File: src/edk_pkg.sv
// ----------------------------------------------------------------------------
// edk_pkg
// Shared types and constants of the max-flow unit: edge item, queue entry and
// the status group that flows from the solver back to the loader.
// ----------------------------------------------------------------------------
package edk_pkg;

	localparam int NODE_FW = 7;
	localparam int CAP_W   = 16;
	localparam int RES_W   = 17;
	localparam int FLOW_W  = 23;
	localparam int NCNT_W  = 9;
	localparam int QDEPTH  = 4;
	localparam int QPW     = $clog2(QDEPTH);

	localparam logic [1:0] CFG_NODE_COUNT = 2'd0;
	localparam logic [1:0] CFG_SOURCE     = 2'd1;
	localparam logic [1:0] CFG_SINK       = 2'd2;

	typedef struct packed {
		logic [NODE_FW-1:0] from_node;
		logic [NODE_FW-1:0] to_node;
		logic [CAP_W-1:0]   capacity;
		logic               wr;
		logic               last;
	} edk_item_t;

	typedef struct packed {
		logic      valid;
		edk_item_t item;
	} edk_fwd_t;

	typedef struct packed {
		logic pop;
		logic clearing;
	} edk_ret_t;

endpackage

File: src/edk_front.sv
// ----------------------------------------------------------------------------
// edk_front
// Accepts edge items, marks those inside the node range for storage and
// holds them in a short queue for the solver.
// ----------------------------------------------------------------------------
module edk_front (
	input  logic                          clk,
	input  logic                          arst_n,
	input  logic                          start,
	output logic                          busy,
	input  logic [edk_pkg::NODE_FW-1:0]   from_node,
	input  logic [edk_pkg::NODE_FW-1:0]   to_node,
	input  logic [edk_pkg::CAP_W-1:0]     capacity,
	input  logic                          last_edge,
	input  logic [edk_pkg::NCNT_W-1:0]    eff_n,
	output edk_pkg::edk_fwd_t             fwd,
	input  edk_pkg::edk_ret_t             ret
);
	import edk_pkg::*;

	edk_item_t      q_q [QDEPTH];
	logic [QPW-1:0] wp_q, rp_q;
	logic [QPW:0]   cnt_q;
	logic           push, pop;
	edk_item_t      new_item;

	assign busy = (cnt_q == (QPW+1)'(QDEPTH)) || ret.clearing;
	assign push = start && !busy;
	assign pop  = ret.pop && (cnt_q != '0);

	always_comb begin
		new_item.from_node = from_node;
		new_item.to_node   = to_node;
		new_item.capacity  = capacity;
		new_item.wr        = ({2'b00, from_node} < eff_n) && ({2'b00, to_node} < eff_n);
		new_item.last      = last_edge;
	end

	always_ff @(posedge clk) begin
		if (push) begin
			q_q[wp_q] <= new_item;
		end
	end

	always_ff @(posedge clk or negedge arst_n) begin
		if (!arst_n) begin
			wp_q  <= '0;
			rp_q  <= '0;
			cnt_q <= '0;
		end else begin
			if (push) begin
				wp_q <= wp_q + 1'b1;
			end
			if (pop) begin
				rp_q <= rp_q + 1'b1;
			end
			if (push && !pop) begin
				cnt_q <= cnt_q + 1'b1;
			end else if (pop && !push) begin
				cnt_q <= cnt_q - 1'b1;
			end
		end
	end

	assign fwd.valid = (cnt_q != '0);
	assign fwd.item  = q_q[rp_q];

endmodule

File: config.mk
export PLATFORM = sky130hd
export DESIGN_NAME = edk_front
export DESIGN_NICKNAME = d
export VERILOG_FILES = /design/src/edk_pkg.sv /design/src/edk_front.sv
export SDC_FILE = /design/constraint.sdc
export NUM_CORES = 1
export LEC_CHECK = 0
export BUFFER_PORTS_ARGS = -buffer_cell sky130_fd_sc_hd__buf_4
export CORE_ASPECT_RATIO = 1.5
export CORE_UTILIZATION = 25
export DETAILED_ROUTE_END_ITERATION = 10
export PLACE_DENSITY_LB_ADDON = 0.12
export SLEW_MARGIN = 20
export SYNTH_ARGS = -nofsm -noshare
export SYNTH_HDL_FRONTEND = slang
export SYNTH_SLANG_ARGS = --single-unit
File: constraint.sdc
create_clock -name clk -period 4.7 [get_ports clk]
set_input_delay 1.175 -clock clk [delete_from_list [all_inputs] [get_ports clk]]
set_output_delay 1.175 -clock clk [all_outputs]
set_load 0.01 [all_outputs]
==> Word-level counts from Yosys, hierarchy flattened <==
Memories as Yosys holds them, arrays and structs flattened.
Cells that the tools add are included.
{ "totals": {"reg_bits": 7, "ram_bits": 128, "inputBits": 45, "output_inout_bits": 34, "wordCells": 26, "n_memories": 1} }
{ "classes": {"addsub": 4, "n_lt_le_gt_ge": 2, "eq_ne": 1, "muxes": 4, "reduce_logical": 11} }
{ "mem_list": {"columns": ["memory", "words", "width", "read_ports", "rd_clocked_by_memory_dff", "write_ports", "line", "rtl"], "rows": [
  ["q_q", 4, 32, 1, 0, 1, "edk_front.sv:21", "edk_item_t q_q [QDEPTH];"]
]} }
{ "ops": {"columns": ["cell", "n"], "rows": [
  ["$lt 7x9->1", 2],
  ["$mux 3", 2],
  ["$logic_and 1x1->1", 5],
  ["$add 2x1->2 const B", 2],
  ["$add 3x1->3 const B", 1],
  ["$eq 3x3->1 const B", 1],
  ["$logic_not 1->1", 3],
  ["$reduce_bool 3->1", 1],
  ["$sub 3x1->3 const B", 1],
  ["$mux 1", 2],
  ["$reduce_bool 2->1", 1],
  ["$logic_or 1x1->1", 1]
]} }

==> Logic depth before layout (Yosys ltp) <==
{ "logic_depth": {"depth_word": 8, "mapped_depth": 9, "mapped_depth_nobuf": 9} }

==> Worst setup path before layout <==
Ideal clock, no wire load.
{ "synth_path": {"kind": "input -> output", "startpoint": "input port ret[0] (netlist bit)", "endpoint": "output port busy", "t_arrival_ns": 1.423, "required_ns": 3.525, "setup_slack_ns": 2.102, "stages": 2, "n_path_buf": 0, "cell_sequence": "a21oi_2 inv_1"} }
{ "synth_between": {"elab_chain_cells": 1} }
{ "synth_lines": {"columns": ["element", "line", "rtl"], "rows": [
  ["start, declared", "edk_front.sv:17", "input edk_pkg::edk_ret_t ret"],
  ["$logic_or 1x1->1", "edk_front.sv:27", "assign busy = (cnt_q == (QPW+1)'(QDEPTH)) || ret.clearing;"],
  ["end, declared", "edk_front.sv:10", "output logic busy,"]
]} }
No other way between the ends.

==> flow_summary.json <==
{
  "status": "complete, no violations",
  "pwr_density_cell_mw_per_mm2": 590,
  "power.static_leakage_nw": 2.45,
  "final_max_slew_viol_count": 0,
  "critical_path.max_stage_delay_ns": 0.71,
  "route.antenna.remaining_nets": 0,
  "cts_setup_buffers": 0,
  "synthesis.area_mm2": 0.00537,
  "setup_viol": 0,
  "tightest_slew_ns": 1.03,
  "critPathCaptureType": "primary output",
  "grt_first_pass_wirelength_um": 17000,
  "multi_input_area_mm2": 0.00123,
  "post_synth_main_area_contributors": "sky130_fd_sc_hd__edfxtp_1, sky130_fd_sc_hd__mux4_2, sky130_fd_sc_hd__ha_1",
  "ctsHoldBuffers": 0,
  "clkLatencyLatePin_ns": 0.41,
  "vdd.ir_drop.worst_mv": 0.238,
  "ioPinCount": 79,
  "n_antenna_cell": 0,
  "final_skew_ns": 0.0128,
  "initial_utilization_pct": 25.5,
  "portBuffers": 78,
  "synth.cells.most_frequent": "sky130_fd_sc_hd__edfxtp_1, sky130_fd_sc_hd__mux4_2, sky130_fd_sc_hd__ha_1",
  "synth_enable_flop_cells": 128,
  "yosys.area.top_type_share_pct": 71.6,
  "yosysWarningCount": 0,
  "register_area_share_after_synthesis_pct": 74.9,
  "pre_cts_ws_ns": 1.65,
  "number_of_antenna_violations_at_the_first_check_in_global_routing": 0,
  "cts.sink_count": 135,
  "timing.setup.critical_path_class": "reg -> out",
  "post-route-drc-count": 0,
  "die_h_um": 181,
  "initialDrtViolationCount": 150,
  "fin_crit_sh_pct": 71.8,
  "rsz_0062_raised_after_global_routing": "no",
  "areaGrowthSynthToFinish_pct": 27.6,
  "maximum_level_of_the_cts_h_tree": 4,
  "drive_gt1_share_pct": 42.6,
  "finalCriticalPeriod_ns": 3.38,
  "die_area_mm2": 0.0221,
  "pin_count_of_the_biggest_net_entering_global_routing": 34,
  "timing.hold.worst.class": "reg -> reg",
  "die_x_um": 122,
  "synthDistinctLibCells": 31,
  "required_ns": 3.52,
  "setup_tns_ns": 0,
  "upper_clock_frequency_limit_mhz": 296,
  "post-place-cells": 581,
  "clock_tree.root_cell": "sky130_fd_sc_hd__clkbuf_16",
  "post-synth-top-count-cell": "sky130_fd_sc_hd__edfxtp_1",
  "drt-wirelength-per-cell_um": 18.3,
  "stdcell_count": 613,
  "relSlewSlack_pct": 31.1,
  "cts_resized": 0,
  "timing.critical_path.from_type": "register",
  "final.setup.worst_slack_ns": 1.32,
  "route.detailed.vias_per_inst": 4.20,
  "synth_cells": 241,
  "tritoncts": "done",
  "drv.max_cap_violation_count": 0,
  "cp_slowest_cell": "sky130_fd_sc_hd__dfrtp_2",
  "drt_pass1_iterations": 4,
  "fin_nets": 395,
  "cpMostUsedCell": "sky130_fd_sc_hd__buf_4",
  "grt_overflow_total": 0,
  "cts.reportedPaths.clkPinSlew_ns": 0.06,
  "core_region_area_mm2": 0.0211,
  "place_congestion": 0.656,
  "area.sequential_mm2": 0.00402,
  "detailedPlacementHpwl_um": 6890,
  "routed_wirelength_um": 11200,
  "vias_in_the_first_global_route": 2833,
  "data_arrival_time_of_the_critical_path_ns": 2.20,
  "post_synth_top_area_cell": "sky130_fd_sc_hd__edfxtp_1",
  "fillerInstances": 2013,
  "tritoncts.num_buffers": 17,
  "vias": 2577,
  "timing.critical_path.fanout_max": 16,
  "grt.total_usage_pct": 11.0,
  "ys.flop_type": "sky130_fd_sc_hd__edfxtp_1",
  "max-clock-path-buffers": 2,
  "crit_chain": "buf_4 > mux4_2 > buf_4",
  "hold_viol": 0,
  "synth_area_per_cell_um2": 22.3,
  "post_synthesis_sequential_element_count": 135,
  "synthArstFlopShare_pct": 5.19,
  "postSynthNetCount": 304,
  "floorplan.rows": 65
}
layout make-up:
type	count	area share (%)
tap	268	4.90
clock buffer	19	6.32
inverter	10	0.548
timing repair buffer	80	8.77
multi-input combinational	88	17.9
clock inverter	13	2.85
sequential	135	58.7
sequential cells by signal, summed over array words and instances, names as in the netlist:
signal,cells
q_q,128
wp_q,2
cnt_q,3
rp_q,2
worst paths after layout:
check	start	endpoint	slack, ns	cells past startpoint
max	rp_q[0]	fwd[23]	1.32	3
min	cnt_q[2]	cnt_q[2]	0.53	1
max reg2reg	cnt_q[0]	cnt_q[2]	2.55	8
min reg2reg	cnt_q[2]	cnt_q[2]	0.53	1
max in group asynchronous	arst_n	rp_q[1]	3.97	1
min in group asynchronous	arst_n	wp_q[0]	0.57	1
through the flow:
stage / hold WS, ns / utilization (%) / power, mW / area, um^2
floorplan: 0.474 / - / 2.26 / 5370
global route: 0.534 / 32.5 / 4.24 / 6850
finish: 0.528 / 32.5 / 4.04 / 6850
global placement: 0.521 / 29.5 / 2.70 / 6220
detailed placement: 0.520 / 29.5 / 2.70 / 6220
CTS: 0.530 / 32.5 / 4.13 / 6850
worst max-delay path: cells and delay by family (launching register included):
kind / cells / cell delay (ns)
flip-flops: 1 / 0.71
buffers and inverters: 2 / 0.52
multiplexers: 1 / 0.56
logic make-up after synthesis:
kind of cell / after synthesis / synth area share (%)
and+or+nand+nor: 18 / 1.79
DFF: 135 / 74.9
AOI/OAI and AO/OA: 12 / 1.52
buffers and inverters: 18 / 2.38
adders and majority gates: 18 / 4.34
xor gates and xnor gates: 6 / 0.979
muxes: 34 / 14.1
report_power, final:
part / internal (mW) / switching [mW] / total, mW / leakage, nW
clock network: 0.897 / 0.516 / 1.41 / 0.300
registers: 1.48 / 0.152 / 1.63 / 1.24
logic: 0.558 / 0.435 / 0.993 / 0.910
routing by layer:
layer,routed length (um),global-route usage (%),vias up,part of all wire [%]
li1,-,-,1180,-
met2,6070,19.3,50,54
met3,352,2.64,8,3.1
met1,4690,12.7,1339,42
met4,141,4.44,0,1.3
met5,0,0,-,0
placed cells by master (no fill, tap or decap):
master,count
sky130_fd_sc_hd__a211oi_1,1
sky130_fd_sc_hd__a21o_1,2
sky130_fd_sc_hd__a21oi_1,2
sky130_fd_sc_hd__a21oi_2,1
sky130_fd_sc_hd__a22oi_1,1
sky130_fd_sc_hd__a31oi_1,2
sky130_fd_sc_hd__and2_4,1
sky130_fd_sc_hd__and3_1,1
sky130_fd_sc_hd__and3_2,4
sky130_fd_sc_hd__buf_4,80
sky130_fd_sc_hd__bufinv_16,4
sky130_fd_sc_hd__clkbuf_1,2
sky130_fd_sc_hd__clkbuf_16,17
sky130_fd_sc_hd__clkinv_2,1
sky130_fd_sc_hd__clkinv_4,3
sky130_fd_sc_hd__clkinvlp_4,2
sky130_fd_sc_hd__dfrtp_1,5
sky130_fd_sc_hd__dfrtp_2,2
sky130_fd_sc_hd__edfxtp_1,128
sky130_fd_sc_hd__fa_1,1
sky130_fd_sc_hd__ha_1,17
sky130_fd_sc_hd__inv_1,10
sky130_fd_sc_hd__inv_6,2
sky130_fd_sc_hd__inv_8,1
sky130_fd_sc_hd__mux2_1,1
sky130_fd_sc_hd__mux2_2,1
sky130_fd_sc_hd__mux4_1,4
sky130_fd_sc_hd__mux4_2,28
sky130_fd_sc_hd__nand2_1,4
sky130_fd_sc_hd__nand2b_1,2
sky130_fd_sc_hd__nand3_1,1
sky130_fd_sc_hd__nand4_1,1
sky130_fd_sc_hd__nor2_1,3
sky130_fd_sc_hd__o211a_1,1
sky130_fd_sc_hd__o21ai_0,2
sky130_fd_sc_hd__or3_1,1
sky130_fd_sc_hd__xnor2_1,4
sky130_fd_sc_hd__xor2_1,2
(Power assumes the default switching activity.)
